===== src/rtl/battery_cell_voltage_monitor_defines.svh =====
// Assertion macros for the battery cell voltage monitor
`ifndef BATTERY_CELL_VOLTAGE_MONITOR_DEFINES_SVH
`define BATTERY_CELL_VOLTAGE_MONITOR_DEFINES_SVH

`define BCVM_ASSERT_IMP(lbl, clk, rst_n, ante, cons) \
    lbl: assert property (@(posedge clk) disable iff (!rst_n) (ante) |-> (cons)) \
        else $error("bcvm assertion failed");

`define BCVM_ASSERT_NXT(lbl, clk, rst_n, ante, cons) \
    lbl: assert property (@(posedge clk) disable iff (!rst_n) (ante) |=> (cons)) \
        else $error("bcvm assertion failed");

`endif


===== src/rtl/bcvm_pkg.sv =====
// Shared constants, codes and types of the battery cell voltage monitor
package bcvm_pkg;

    localparam int SAMPLES_PER_READING = 16;
    localparam int ADC_VREF_MV         = 3300;
    localparam int ADC_FULL_SCALE      = 4096;

    localparam int SMP_W     = 12;
    localparam int REG_W     = 16;
    localparam int CNT_W     = 5;
    localparam int SMP_MAX   = (1 << SMP_W) - 1;
    localparam int SUM_W     = $clog2(SAMPLES_PER_READING * SMP_MAX + 1);
    localparam int P1_W      = $clog2(SMP_MAX * ADC_VREF_MV + 1);
    localparam int AMV_W     = $clog2((SMP_MAX * ADC_VREF_MV) / ADC_FULL_SCALE + 1);
    localparam int P2_W      = AMV_W + REG_W;
    localparam int DIV_CNT_W = $clog2(P2_W);
    localparam int THIRD_SH  = 17;
    localparam int THIRD_W   = REG_W + THIRD_SH;

    localparam logic [THIRD_SH-1:0] THIRD_RECIP = THIRD_SH'(43691);
    localparam logic [REG_W-1:0]    REG_MAX     = '1;

    localparam logic CMD_TICK   = 1'b0;
    localparam logic CMD_SAMPLE = 1'b1;

    localparam logic [1:0] CELLS_NONE  = 2'd0;
    localparam logic [1:0] CELLS_TWO   = 2'd2;
    localparam logic [1:0] CELLS_THREE = 2'd3;

    typedef enum logic [2:0] {
        CFG_POLL, CFG_NUM, CFG_DEN, CFG_MIN, CFG_BOUND, CFG_WARN, CFG_CRIT, CFG_CUT
    } t_cfg_idx;

    typedef enum logic [2:0] {
        ST_IDLE, ST_AVG, ST_SCALE, ST_DIV, ST_DET, ST_PER, ST_FIN
    } t_state;

    typedef struct packed {
        logic accept;
        logic avg;
        logic scale;
        logic div_step;
        logic detect;
        logic per_cell;
        logic finish;
        logic out_load;
    } t_dp_cmd;

    typedef struct packed {
        logic fin_sample;
    } t_dp_sts;

endpackage


===== src/rtl/bcvm_if.sv =====
// Channel interfaces: input items, result items and register writes
interface bcvm_in_if;
    import bcvm_pkg::*;
    logic             valid;
    logic             ready;
    logic             cmd;
    logic [SMP_W-1:0] sample;
    modport source (output valid, cmd, sample, input ready);
    modport sink   (input valid, cmd, sample, output ready);
endinterface

interface bcvm_out_if;
    import bcvm_pkg::*;
    logic             valid;
    logic             ready;
    logic [REG_W-1:0] voltage_mv;
    logic [1:0]       cell_count;
    logic             low_warn;
    logic             critical_warn;
    logic             cut_flag;
    logic             want_sample;
    logic             reading_done;
    modport source (output valid, voltage_mv, cell_count, low_warn, critical_warn,
                    cut_flag, want_sample, reading_done, input ready);
    modport sink   (input valid, voltage_mv, cell_count, low_warn, critical_warn,
                    cut_flag, want_sample, reading_done, output ready);
endinterface

interface bcvm_cfg_if;
    import bcvm_pkg::*;
    logic             valid;
    logic             ready;
    t_cfg_idx         index;
    logic [REG_W-1:0] data;
    modport source (output valid, index, data, input ready);
    modport sink   (input valid, index, data, output ready);
endinterface


===== src/rtl/battery_cell_voltage_monitor.sv =====
// Battery cell voltage monitor top level: controller, datapath and checks
// Input: a tick or a non-final sample is accepted while the output register is free,
// its result registered in the cycle after. The sample that completes a reading
// blocks input through average, scale, 28-step divide, detect, per-cell and finish.
// Reset (synchronous, active low): registers to defaults, a reading is primed,
// cell count unknown, flags clear, no result pending.
`include "battery_cell_voltage_monitor_defines.svh"

module battery_cell_voltage_monitor (
    input  logic              i_clk,
    input  logic              i_rst_n,
    bcvm_in_if.sink           i_in,
    bcvm_out_if.source        o_out,
    bcvm_cfg_if.sink          i_cfg
);
    import bcvm_pkg::*;

    t_dp_cmd ctl;
    t_dp_sts sts;

    assign i_cfg.ready = 1'b1;

    bcvm_ctrl u_ctrl (
        .i_clk       (i_clk),
        .i_rst_n     (i_rst_n),
        .i_in_valid  (i_in.valid),
        .o_in_ready  (i_in.ready),
        .o_out_valid (o_out.valid),
        .i_out_ready (o_out.ready),
        .o_ctl       (ctl),
        .i_sts       (sts)
    );

    bcvm_dp u_dp (
        .i_clk           (i_clk),
        .i_rst_n         (i_rst_n),
        .i_ctl           (ctl),
        .o_sts           (sts),
        .i_cmd           (i_in.cmd),
        .i_sample        (i_in.sample),
        .i_cfg_we        (i_cfg.valid && i_cfg.ready),
        .i_cfg_idx       (i_cfg.index),
        .i_cfg_data      (i_cfg.data),
        .o_voltage_mv    (o_out.voltage_mv),
        .o_cell_count    (o_out.cell_count),
        .o_low_warn      (o_out.low_warn),
        .o_critical_warn (o_out.critical_warn),
        .o_cut_flag      (o_out.cut_flag),
        .o_want_sample   (o_out.want_sample),
        .o_reading_done  (o_out.reading_done)
    );

    `BCVM_ASSERT_IMP(a_done_stops_collect, i_clk, i_rst_n, o_out.valid && o_out.reading_done, !o_out.want_sample)
    `BCVM_ASSERT_IMP(a_no_one_cell, i_clk, i_rst_n, o_out.valid, o_out.cell_count != 2'd1)
    `BCVM_ASSERT_IMP(a_no_pack_no_flags, i_clk, i_rst_n, o_out.valid && (o_out.cell_count == CELLS_NONE), !o_out.low_warn && !o_out.critical_warn && !o_out.cut_flag)
    `BCVM_ASSERT_NXT(a_finish_blocks_input, i_clk, i_rst_n, i_in.valid && i_in.ready && sts.fin_sample, !i_in.ready)

endmodule


===== src/rtl/bcvm_ctrl.sv =====
// Controller state machine: handshakes and sequencing of a reading's completion
module bcvm_ctrl (
    input  logic              i_clk,
    input  logic              i_rst_n,
    input  logic              i_in_valid,
    output logic              o_in_ready,
    output logic              o_out_valid,
    input  logic              i_out_ready,
    output bcvm_pkg::t_dp_cmd o_ctl,
    input  bcvm_pkg::t_dp_sts i_sts
);
    import bcvm_pkg::*;

    t_state               r_state, n_state;
    logic [DIV_CNT_W-1:0] r_div_cnt, n_div_cnt;
    logic                 r_out_valid, n_out_valid;
    logic                 out_free;

    assign out_free    = !r_out_valid || i_out_ready;
    assign o_out_valid = r_out_valid;

    always_ff @(posedge i_clk) begin
        if (!i_rst_n) begin
            r_state     <= ST_IDLE;
            r_div_cnt   <= '0;
            r_out_valid <= 1'b0;
        end else begin
            r_state     <= n_state;
            r_div_cnt   <= n_div_cnt;
            r_out_valid <= n_out_valid;
        end
    end

    always_comb begin
        n_state    = r_state;
        n_div_cnt  = r_div_cnt;
        o_ctl      = '0;
        o_in_ready = 1'b0;
        unique case (r_state)
            ST_IDLE: begin
                o_in_ready = out_free;
                if (i_in_valid && out_free) begin
                    o_ctl.accept = 1'b1;
                    if (i_sts.fin_sample) begin
                        n_state = ST_AVG;
                    end else begin
                        o_ctl.out_load = 1'b1;
                    end
                end
            end
            ST_AVG: begin
                o_ctl.avg = 1'b1;
                n_state   = ST_SCALE;
            end
            ST_SCALE: begin
                o_ctl.scale = 1'b1;
                n_div_cnt   = '0;
                n_state     = ST_DIV;
            end
            ST_DIV: begin
                o_ctl.div_step = 1'b1;
                if (r_div_cnt == DIV_CNT_W'(P2_W - 1)) begin
                    n_state = ST_DET;
                end else begin
                    n_div_cnt = r_div_cnt + 1'b1;
                end
            end
            ST_DET: begin
                o_ctl.detect = 1'b1;
                n_state      = ST_PER;
            end
            ST_PER: begin
                o_ctl.per_cell = 1'b1;
                n_state        = ST_FIN;
            end
            ST_FIN: begin
                if (out_free) begin
                    o_ctl.finish   = 1'b1;
                    o_ctl.out_load = 1'b1;
                    n_state        = ST_IDLE;
                end
            end
            default: n_state = ST_IDLE;
        endcase
        n_out_valid = o_ctl.out_load ? 1'b1 : (i_out_ready ? 1'b0 : r_out_valid);
    end

endmodule


===== src/rtl/bcvm_dp.sv =====
// Datapath: registers, sample accumulation, scaling, bit-serial divider and flags
module bcvm_dp (
    input  logic                            i_clk,
    input  logic                            i_rst_n,
    input  bcvm_pkg::t_dp_cmd               i_ctl,
    output bcvm_pkg::t_dp_sts               o_sts,
    input  logic                            i_cmd,
    input  logic [bcvm_pkg::SMP_W-1:0]      i_sample,
    input  logic                            i_cfg_we,
    input  bcvm_pkg::t_cfg_idx              i_cfg_idx,
    input  logic [bcvm_pkg::REG_W-1:0]      i_cfg_data,
    output logic [bcvm_pkg::REG_W-1:0]      o_voltage_mv,
    output logic [1:0]                      o_cell_count,
    output logic                            o_low_warn,
    output logic                            o_critical_warn,
    output logic                            o_cut_flag,
    output logic                            o_want_sample,
    output logic                            o_reading_done
);
    import bcvm_pkg::*;

    logic [REG_W-1:0] r_poll, r_num, r_den, r_min, r_bound, r_warn, r_crit, r_cut;
    logic [REG_W-1:0] r_elapsed;
    logic             r_collecting;
    logic [CNT_W-1:0] r_cnt;
    logic [SUM_W-1:0] r_sum;
    logic [REG_W-1:0] r_last_mv;
    logic [1:0]       r_cells;
    logic [2:0]       r_flags;
    logic [P2_W-1:0]  r_prod;
    logic [REG_W-1:0] r_rem;
    logic [REG_W-1:0] r_per;

    logic [SUM_W-1:0] n_sum;
    logic [REG_W-1:0] elapsed_inc;
    logic             start;
    logic [SMP_W-1:0] avg;
    logic [P1_W-1:0]  p1;
    logic [AMV_W-1:0] adc_mv;
    logic [P2_W-1:0]  p2;
    logic [REG_W:0]   rem_sh;
    logic             rem_ge;
    logic [REG_W-1:0] mv_sat;
    logic [1:0]       n_cells;
    logic [THIRD_W-1:0] third_prod;
    logic [2:0]       n_flags;

    always_comb begin
        n_sum       = r_sum + SUM_W'(i_sample);
        elapsed_inc = (r_elapsed != REG_MAX) ? r_elapsed + 1'b1 : r_elapsed;
        start       = !r_collecting && (elapsed_inc >= r_poll);
        o_sts.fin_sample = (i_cmd == CMD_SAMPLE) && r_collecting &&
            ((CNT_W + 1)'(r_cnt) + 1'b1 >= (CNT_W + 1)'(SAMPLES_PER_READING));
        avg    = SMP_W'(r_sum / SAMPLES_PER_READING);
        p1     = P1_W'(avg) * P1_W'(ADC_VREF_MV);
        adc_mv = AMV_W'(r_prod[P1_W-1:0] / ADC_FULL_SCALE);
        p2     = P2_W'(adc_mv) * P2_W'(r_den);
        rem_sh = {r_rem, r_prod[P2_W-1]};
        rem_ge = rem_sh >= {1'b0, r_num};
        mv_sat = (|r_prod[P2_W-1:REG_W]) ? REG_MAX : r_prod[REG_W-1:0];
        if (r_cells != CELLS_NONE) begin
            n_cells = r_cells;
        end else if (mv_sat < r_min) begin
            n_cells = CELLS_NONE;
        end else if (mv_sat >= r_bound) begin
            n_cells = CELLS_THREE;
        end else begin
            n_cells = CELLS_TWO;
        end
        third_prod = THIRD_W'(r_last_mv) * THIRD_W'(THIRD_RECIP);
        if (r_cells == CELLS_NONE) begin
            n_flags = 3'b000;
        end else begin
            n_flags = {r_per <= r_cut, r_per <= r_crit, r_per <= r_warn};
        end
    end

    always_ff @(posedge i_clk) begin
        if (!i_rst_n) begin
            r_poll       <= REG_W'(500);
            r_num        <= REG_W'(1);
            r_den        <= REG_W'(11);
            r_min        <= REG_W'(5000);
            r_bound      <= REG_W'(8700);
            r_warn       <= REG_W'(3500);
            r_crit       <= REG_W'(3200);
            r_cut        <= REG_W'(3000);
            r_elapsed    <= '0;
            r_collecting <= 1'b1;
            r_cnt        <= '0;
            r_sum        <= '0;
            r_last_mv    <= '0;
            r_cells      <= CELLS_NONE;
            r_flags      <= '0;
        end else begin
            if (i_cfg_we) begin
                unique case (i_cfg_idx)
                    CFG_POLL:  r_poll  <= i_cfg_data;
                    CFG_NUM:   r_num   <= i_cfg_data;
                    CFG_DEN:   r_den   <= i_cfg_data;
                    CFG_MIN:   r_min   <= i_cfg_data;
                    CFG_BOUND: r_bound <= i_cfg_data;
                    CFG_WARN:  r_warn  <= i_cfg_data;
                    CFG_CRIT:  r_crit  <= i_cfg_data;
                    CFG_CUT:   r_cut   <= i_cfg_data;
                    default:   r_poll  <= r_poll;
                endcase
            end
            if (i_ctl.accept) begin
                if (i_cmd == CMD_SAMPLE) begin
                    if (r_collecting) begin
                        r_sum <= n_sum;
                        r_cnt <= r_cnt + 1'b1;
                    end
                end else begin
                    r_elapsed <= start ? '0 : elapsed_inc;
                    if (start) begin
                        r_collecting <= 1'b1;
                        r_cnt        <= '0;
                        r_sum        <= '0;
                    end
                end
            end
            if (i_ctl.detect) begin
                r_last_mv <= mv_sat;
                r_cells   <= n_cells;
            end
            if (i_ctl.finish) begin
                r_flags      <= n_flags;
                r_collecting <= 1'b0;
                r_cnt        <= '0;
                r_sum        <= '0;
            end
        end
    end

    always_ff @(posedge i_clk) begin
        if (i_ctl.avg) begin
            r_prod <= P2_W'(p1);
        end
        if (i_ctl.scale) begin
            r_prod <= p2;
            r_rem  <= '0;
        end
        if (i_ctl.div_step) begin
            r_rem  <= rem_ge ? REG_W'(rem_sh - {1'b0, r_num}) : REG_W'(rem_sh);
            r_prod <= {r_prod[P2_W-2:0], rem_ge};
        end
        if (i_ctl.per_cell) begin
            r_per <= (r_cells == CELLS_THREE) ? REG_W'(third_prod >> THIRD_SH)
                                               : (r_last_mv >> 1);
        end
        if (i_ctl.out_load) begin
            o_voltage_mv <= r_last_mv;
            o_cell_count <= r_cells;
            if (i_ctl.finish) begin
                {o_cut_flag, o_critical_warn, o_low_warn} <= n_flags;
                o_want_sample  <= 1'b0;
                o_reading_done <= 1'b1;
            end else begin
                {o_cut_flag, o_critical_warn, o_low_warn} <= r_flags;
                o_want_sample  <= (i_cmd == CMD_SAMPLE) ? r_collecting
                                                        : (r_collecting || start);
                o_reading_done <= 1'b0;
            end
        end
    end

endmodule

===== src/flat_wrapper.sv =====
// flat-port wrapper written by rule: the top's interface ports become plain ports
module battery_cell_voltage_monitor_flat import bcvm_pkg::*;
  (i_clk, i_rst_n, i_in_valid, i_in_cmd, i_in_sample, i_in_ready, o_out_valid, o_out_voltage_mv, o_out_cell_count, o_out_low_warn, o_out_critical_warn, o_out_cut_flag, o_out_want_sample, o_out_reading_done, o_out_ready, i_cfg_valid, i_cfg_index, i_cfg_data, i_cfg_ready);
  bcvm_in_if i_in_i ();
  bcvm_out_if o_out_i ();
  bcvm_cfg_if i_cfg_i ();
  input  logic i_clk;
  input  logic i_rst_n;
  input wire logic [$bits(i_in_i.valid)-1:0] i_in_valid;
  input wire logic [$bits(i_in_i.cmd)-1:0] i_in_cmd;
  input wire logic [$bits(i_in_i.sample)-1:0] i_in_sample;
  output wire logic [$bits(i_in_i.ready)-1:0] i_in_ready;
  output wire logic [$bits(o_out_i.valid)-1:0] o_out_valid;
  output wire logic [$bits(o_out_i.voltage_mv)-1:0] o_out_voltage_mv;
  output wire logic [$bits(o_out_i.cell_count)-1:0] o_out_cell_count;
  output wire logic [$bits(o_out_i.low_warn)-1:0] o_out_low_warn;
  output wire logic [$bits(o_out_i.critical_warn)-1:0] o_out_critical_warn;
  output wire logic [$bits(o_out_i.cut_flag)-1:0] o_out_cut_flag;
  output wire logic [$bits(o_out_i.want_sample)-1:0] o_out_want_sample;
  output wire logic [$bits(o_out_i.reading_done)-1:0] o_out_reading_done;
  input wire logic [$bits(o_out_i.ready)-1:0] o_out_ready;
  input wire logic [$bits(i_cfg_i.valid)-1:0] i_cfg_valid;
  input wire logic [$bits(i_cfg_i.index)-1:0] i_cfg_index;
  input wire logic [$bits(i_cfg_i.data)-1:0] i_cfg_data;
  output wire logic [$bits(i_cfg_i.ready)-1:0] i_cfg_ready;
  assign i_in_i.valid = i_in_valid;
  assign i_in_i.cmd = i_in_cmd;
  assign i_in_i.sample = i_in_sample;
  assign i_in_ready = i_in_i.ready;
  assign o_out_valid = o_out_i.valid;
  assign o_out_voltage_mv = o_out_i.voltage_mv;
  assign o_out_cell_count = o_out_i.cell_count;
  assign o_out_low_warn = o_out_i.low_warn;
  assign o_out_critical_warn = o_out_i.critical_warn;
  assign o_out_cut_flag = o_out_i.cut_flag;
  assign o_out_want_sample = o_out_i.want_sample;
  assign o_out_reading_done = o_out_i.reading_done;
  assign o_out_i.ready = o_out_ready;
  assign i_cfg_i.valid = i_cfg_valid;
  assign i_cfg_i.index = i_cfg_index;
  assign i_cfg_i.data = i_cfg_data;
  assign i_cfg_ready = i_cfg_i.ready;
  battery_cell_voltage_monitor u_core (.i_clk(i_clk), .i_rst_n(i_rst_n), .i_in(i_in_i), .o_out(o_out_i), .i_cfg(i_cfg_i));
endmodule

===== config.mk =====
export PLATFORM = sky130hd
export DESIGN_NAME = battery_cell_voltage_monitor_flat
export DESIGN_NICKNAME = d
export VERILOG_FILES = /design/src/rtl/bcvm_pkg.sv /design/src/rtl/bcvm_if.sv /design/src/rtl/battery_cell_voltage_monitor.sv /design/src/rtl/bcvm_ctrl.sv /design/src/rtl/bcvm_dp.sv /design/src/flat_wrapper.sv
export VERILOG_INCLUDE_DIRS = /design/src /design/src/rtl
export SDC_FILE = /design/constraint.sdc
export NUM_CORES = 2
export LEC_CHECK = 0
export BUFFER_PORTS_ARGS = -buffer_cell sky130_fd_sc_hd__buf_2
export CORE_ASPECT_RATIO = 1.25
export CORE_MARGIN = 2
export CORE_UTILIZATION = 47
export CTS_CLUSTER_DIAMETER = 150
export DETAILED_ROUTE_END_ITERATION = 12
export PLACE_DENSITY = 0.61
export SETUP_SLACK_MARGIN = 0.05
export SYNTH_ARGS = -nofsm -noshare
export SYNTH_HDL_FRONTEND = slang
export SYNTH_SLANG_ARGS = --single-unit

===== constraint.sdc =====
create_clock -name i_clk -period 14.69 [get_ports i_clk]
set_input_delay 0.7345 -clock i_clk [delete_from_list [all_inputs] [get_ports i_clk]]
set_output_delay 0.7345 -clock i_clk [all_outputs]
set_load 0.1 [all_outputs]

[Word level (Yosys, flattened, before mapping)]
Index checks and enable logic that the tools add are counted.
Storage, ports and cells
  register bits after elaboration: 279
  bits of input ports: 37
  output and inout port bits: 26
  word-level logic and storage cells: 156
Cells by class
  add/subtract/negate cells: 6
  $mul: 3
  magnitude comparators: 8
  eq/ne operators: 23
  multiplexer cells: 50
  bitwise logic cells: 3
  reductions and logical operators: 35
Operators by type and width (number)
  $mux 16: 9
  $mux 28: 3
  $le 16x16->1: 3
  $ge 16x16->1: 2
  $mul 16x16->32 const B: 1
  $mul 12x16->28: 1
  $mux 1: 23
  $mul 12x10->22 const B: 1
  $reduce_and 2->1: 11
  $eq 3x3->1 const B: 7
  $pmux 3 s7: 1
  $mux 5: 4
  $ge 17x16->1: 1
  $add 16x1->16 const B: 1
  $add 16x12->16: 1
  $lt 16x16->1: 1
  $ne 16x16->1 const B: 1
  $sub 16x16->16: 1
  $mux 15: 1
  $mux 3: 5
  $reduce_bool 2->1: 7
  $eq 3x2->1 const B: 4
  $reduce_or 12->1: 1
  $add 5x1->5 const B: 2
  20 further kinds: 36

[Longest topological paths before layout]
  word-level depth: 8
  depth in mapped cells: 23
  mapped depth without buffers: 21

[Hierarchy]
From an unflattened synthesis, not the netlist that was laid out.
Second synthesis, totals
  cells, all modules: 3141
  area total of the unflattened synthesis: 27632.8 µm²
By module, submodules not included
  bcvm_dp: times used 1, cells an instance 3072, area each 27078.5 µm², seq. area each 6206.0 µm²
  bcvm_ctrl: times used 1, cells an instance 67, area each 543.0 µm², seq. area each 180.2 µm²
  battery_cell_voltage_monitor: times used 1, cells an instance 2, area each 11.3 µm², seq. area each 0.0 µm²

[Worst setup path after synthesis]
OpenSTA, ideal clock, no wires.
  path type: reg2reg
  from: register u_core.u_dp.r_prod[17]
  to: register u_core.u_dp.r_prod[23], data pin
  library setup time: 0.270 ns
  arrival: 5.469 ns
  data required time: 14.420 ns
  slack: 8.951 ns
  cell stages (with the launch flop): 22
  path buffers: 2
  clock period less this slack: 5.739 ns
  cells stage by stage: edfxtp_1 clkbuf_1 clkbuf_1 nand2_1 fa_1 fa_1 inv_1 fa_1 fa_1 inv_1 fa_1 inv_1 ha_1 a21oi_1 and2_1 o21a_1 o41ai_1 a311o_1 a311oi_1 xnor2_1 a21oi_1 a21oi_1
Between the ends
  word-level cells in the longest chain between the ends: 3
RTL lines
  start, declared: line bcvm_dp.sv:30  | logic [P2_W-1:0] r_prod;
  start signal, assigned: line bcvm_dp.sv:139  | r_prod <= P2_W'(p1);
  start signal, assigned: line bcvm_dp.sv:142  | r_prod <= p2;
  start signal, assigned: line bcvm_dp.sv:147  | r_prod <= {r_prod[P2_W-2:0], rem_ge};
  $mul 12x16->28: line bcvm_dp.sv:57  | p2 = P2_W'(adc_mv) * P2_W'(r_den);
  $mux 28: line bcvm_dp.sv:141  | if (i_ctl.scale) begin
  $mux 28: line bcvm_dp.sv:145  | if (i_ctl.div_step) begin
No other way between the ends.
A chain may end at the register's enable or synchronous reset.

[Worst setup path in the final report]
  from: register u_core.u_dp.r_prod[20]
  to: register u_core.u_dp.r_prod[27], data pin
Same word-level chain as after synthesis.

==> impl_metrics.tcl <==
set metrics [dict create \
    outcome "finished, final reports clean" \
    seq_power_share 0.415 \
    grt_pass1_vias 22200 \
    slew_headroom 0.176 \
    numCtsBuffers 31 \
    met1Wirelength_um 31600 \
    post_cts_resized 0 \
    ios 63 \
    rsz0062_at_grt "false" \
    nets 3811 \
    comb_power_share 0.168 \
    wl_met3_um 2200 \
    antenna_found_initial 0 \
    synth-main-ff-cell "dfxtp_1" \
    die_y_um 276 \
    yosysWarningCount 0 \
    overflow 0 \
    met2_length_um 37800 \
    yosysTopAreaCellShare 0.184 \
    fill_cells 5500 \
    die_w_um 221 \
    multi_input_area_um2 18900 \
    max_freq_mhz 158 \
    core.rowCount 99 \
    htreeDepth 1 \
    cp-end-kind "flop" \
    route.final.wire_length_um 74600 \
    port_buffers 61 \
    ys_top_cells_by_area "fa_1 (18%), ha_1 (17%), dfxtp_1 (14%), edfxtp_1 (8.9%), inv_1 (7.0%)" \
    p_clk_frac 0.417 \
    slowest_stage "edfxtp_1" \
    diodes 0 \
    drt_iter0_markers 1042 \
    p_sw_mw 0.573 \
    cts_setup_buffers 0 \
    synth_most_common_cell "inv_1" \
    initial_core_util 0.475 \
    slowest_delay_ns 0.82 \
    synthArstFlopShare 0 \
    ys_seq_area_frac 0.230 \
    cts-root-buf "clkbuf_16" \
    critPathBufInv 3 \
    ir_drop_mv 0.0835 \
    via_per_inst 5.45 \
    fin_skew_ns 0.0187 \
    core_um2 58300 \
    synth_top_area_cell "fa_1" \
    worstPathArrival_ns 6.81 \
    clk_latency_ns 0.60 \
    grt_pass1_wl_um 120000 \
    path_delay_family "adder cells" \
    syn_to_final_growth_pct 6.87 \
    power_density_nw_per_um2 66.5 \
    finalHoldViolCount 0 \
    yosysUniqueCellTypes 73 \
    internal_power_mw 1.40 \
    cts.clk_slew.worst_paths_ns 0.06 \
    placedInstanceArea_um2 28500 \
    path_cells "nand2_1 -> fa_1 -> inv_1 -> fa_1 -> fa_1 -> fa_1 -> inv_1 -> fa_1 -> inv_1 -> ha_1 -> a21oi_1 -> a21oi_1 -> o21ai_0 -> o31ai_1 -> a211oi_1 -> o21ai_0 -> and2_1 -> o2111ai_1 -> o211a_1" \
    ctsHoldBuffers 0 \
    cp_common_cell "fa_1" \
    finalSetupViolations 0 \
    vias 21300 \
    grt.total_usage 0.246 \
    synthCells 3157 \
    min_path_type "reg -> reg" \
    synth_edf_count 82 \
    avgSynthCellArea_um2 8.78 \
    critPathLaunchType "flop" \
    finalCritPeriodShare 0.432 \
    globalplace.congestion 0.947 \
    stdcell_area_um2 29600 \
    firstDrtPassIters 5 \
    p_sw_frac 0.291 \
    register_area_um2 6390 \
    tightest_slew_ns 1.23 \
    drcViolationCount 0 \
    critical_path_class "reg -> reg" \
    power_leakage_nw 14.2 \
    netlist_area_um2 27700 \
    synth_commonest_cells "inv_1 (517), nand2_1 (475), ha_1 (386), fa_1 (255), dfxtp_1 (196)" \
    antenna_left 0 \
    finalPower_mw 1.97 \
    layout-drive-gt1-share 0.0532 \
    crit_path_max_fanout 18 \
    top_layer "met4" \
    min_period_ns 6.35 \
    required_ns 15.15 \
    max_cap_violations 0 \
    cts_tree "built" \
    cts_buffer_depth 3 \
    drv_slew 0 \
    design.die.area_um2 61000 \
    wl_per_cell_um 19.1 \
    grt_max_degree 114 \
    syn-num-nets 3835 \
    tns_ns 0 \
    synth.ff_latch_count 278 \
    cts_sinks 278 \
    dp_hpwl_um 57900 \
]
==> area by class of cell <==
type | count | area share
multi-input cells | 2230 | 0.637
well taps | 757 | 0.0320
repair buffers | 75 | 0.0139
clock inverters | 13 | 0.00389
inverters | 517 | 0.0655
flip-flops and latches | 278 | 0.216
clock buffers | 45 | 0.0325
==> placed cells by master, fill, tap and decap left out, types with 31 or more instances in the layout <==
cell type / count
a21boi_0: 95
nand2b_1: 36
and2_1: 81
nand4_1: 32
nand3_1: 48
o21ai_0: 106
fa_1: 255
a21o_1: 51
edfxtp_1: 82
nor2b_1: 31
inv_1: 517
dfxtp_1: 195
ha_1: 386
nor2_1: 117
clkbuf_16: 34
o21a_1: 35
o211ai_1: 42
nand2_1: 475
xnor2_1: 48
buf_2: 60
a21oi_1: 134
==> sequential cells by signal (all words and copies together), names as in the netlist, 5 cells and up <==
name,count
u_core.u_dp.r_crit,16
u_core.u_dp.r_per,15
u_core.u_dp.r_elapsed,16
u_core.u_ctrl.r_div_cnt,5
u_core.u_dp.r_cnt,5
u_core.u_dp.r_poll,16
u_core.u_dp.r_last_mv,16
u_core.u_dp.r_den,16
u_core.u_dp.r_sum,16
u_core.u_dp.r_num,16
u_core.u_dp.r_cut,16
u_core.u_dp.r_min,16
u_core.u_dp.r_prod,28
u_core.u_dp.r_warn,16
u_core.u_dp.o_voltage_mv,16
u_core.u_dp.r_rem,16
u_core.u_dp.r_bound,16
==> tightest hold or removal path, stage by stage, from the launching register on <==
cell and delay (ns):
dfxtp_1 0.31, nand2_1 0.05, a21oi_1 0.05
==> power by group through the flow <==
stage / Clock (mW) / Combinational [mW] / Sequential, mW
floorplan: 0 / 0.231 / 0.848
global placement: 0 / 0.326 / 0.833
detailed placement: 0 / 0.331 / 0.833
CTS: 0.838 / 0.334 / 0.816
global route: 0.864 / 0.376 / 0.818
finish: 0.821 / 0.332 / 0.817
==> stage by stage <==
| step | utilization | hold slack, ns | std cells | setup WS (ns) |
|---|---|---|---|---|
| 6_report | 0.508 | 0.459 | 3915 | 8.34 |
| 5_1_grt | 0.508 | 0.482 | 3915 | 7.91 |
| 4_1_cts | 0.508 | 0.463 | 3915 | 8.41 |
| 3_5_place_dp | 0.489 | 0.455 | 3857 | 8.44 |
| 3_3_place_gp | 0.489 | 0.443 | 3857 | 8.53 |
| 2_1_floorplan | - | 0.436 | 3157 | 8.95 |
==> worst paths after layout <==
path,from,end,slack (ns),cells past startpoint
max reg2reg,u_core.u_dp.r_prod[20],u_core.u_dp.r_prod[27],8.34,19
min,u_core.u_dp.r_sum[3],u_core.u_dp.r_sum[3],0.46,2
min reg2reg,u_core.u_dp.r_sum[3],u_core.u_dp.r_sum[3],0.46,2
max,u_core.u_dp.r_prod[20],u_core.u_dp.r_prod[27],8.34,19
==> routing by layer <==
| layer | GRT usage | vias to the layer above |
|---|---|---|
| li1 | - | 10300 |
| met1 | 0.297 | 10400 |
| met2 | 0.453 | 431 |
| met3 | 0.0214 | 153 |
| met4 | 0.0977 | 0 |
| met5 | 0 | - |
==> cells by family (layout without fill, tap and decap cells) <==
logic type	count (synthesis)	after routing	share of synthesized area
and+or+nand+nor	914	914	0.151
buffers and inverters	649	650	0.0908
adders and majority gates	641	641	0.358
AOI/OAI and AO/OA	583	583	0.140
DFF	278	278	0.230
xor gates and xnor gates	78	78	0.0246
muxes	13	13	0.00487
other	1	1	0.000135
Power figures use the tool's default switching activity.
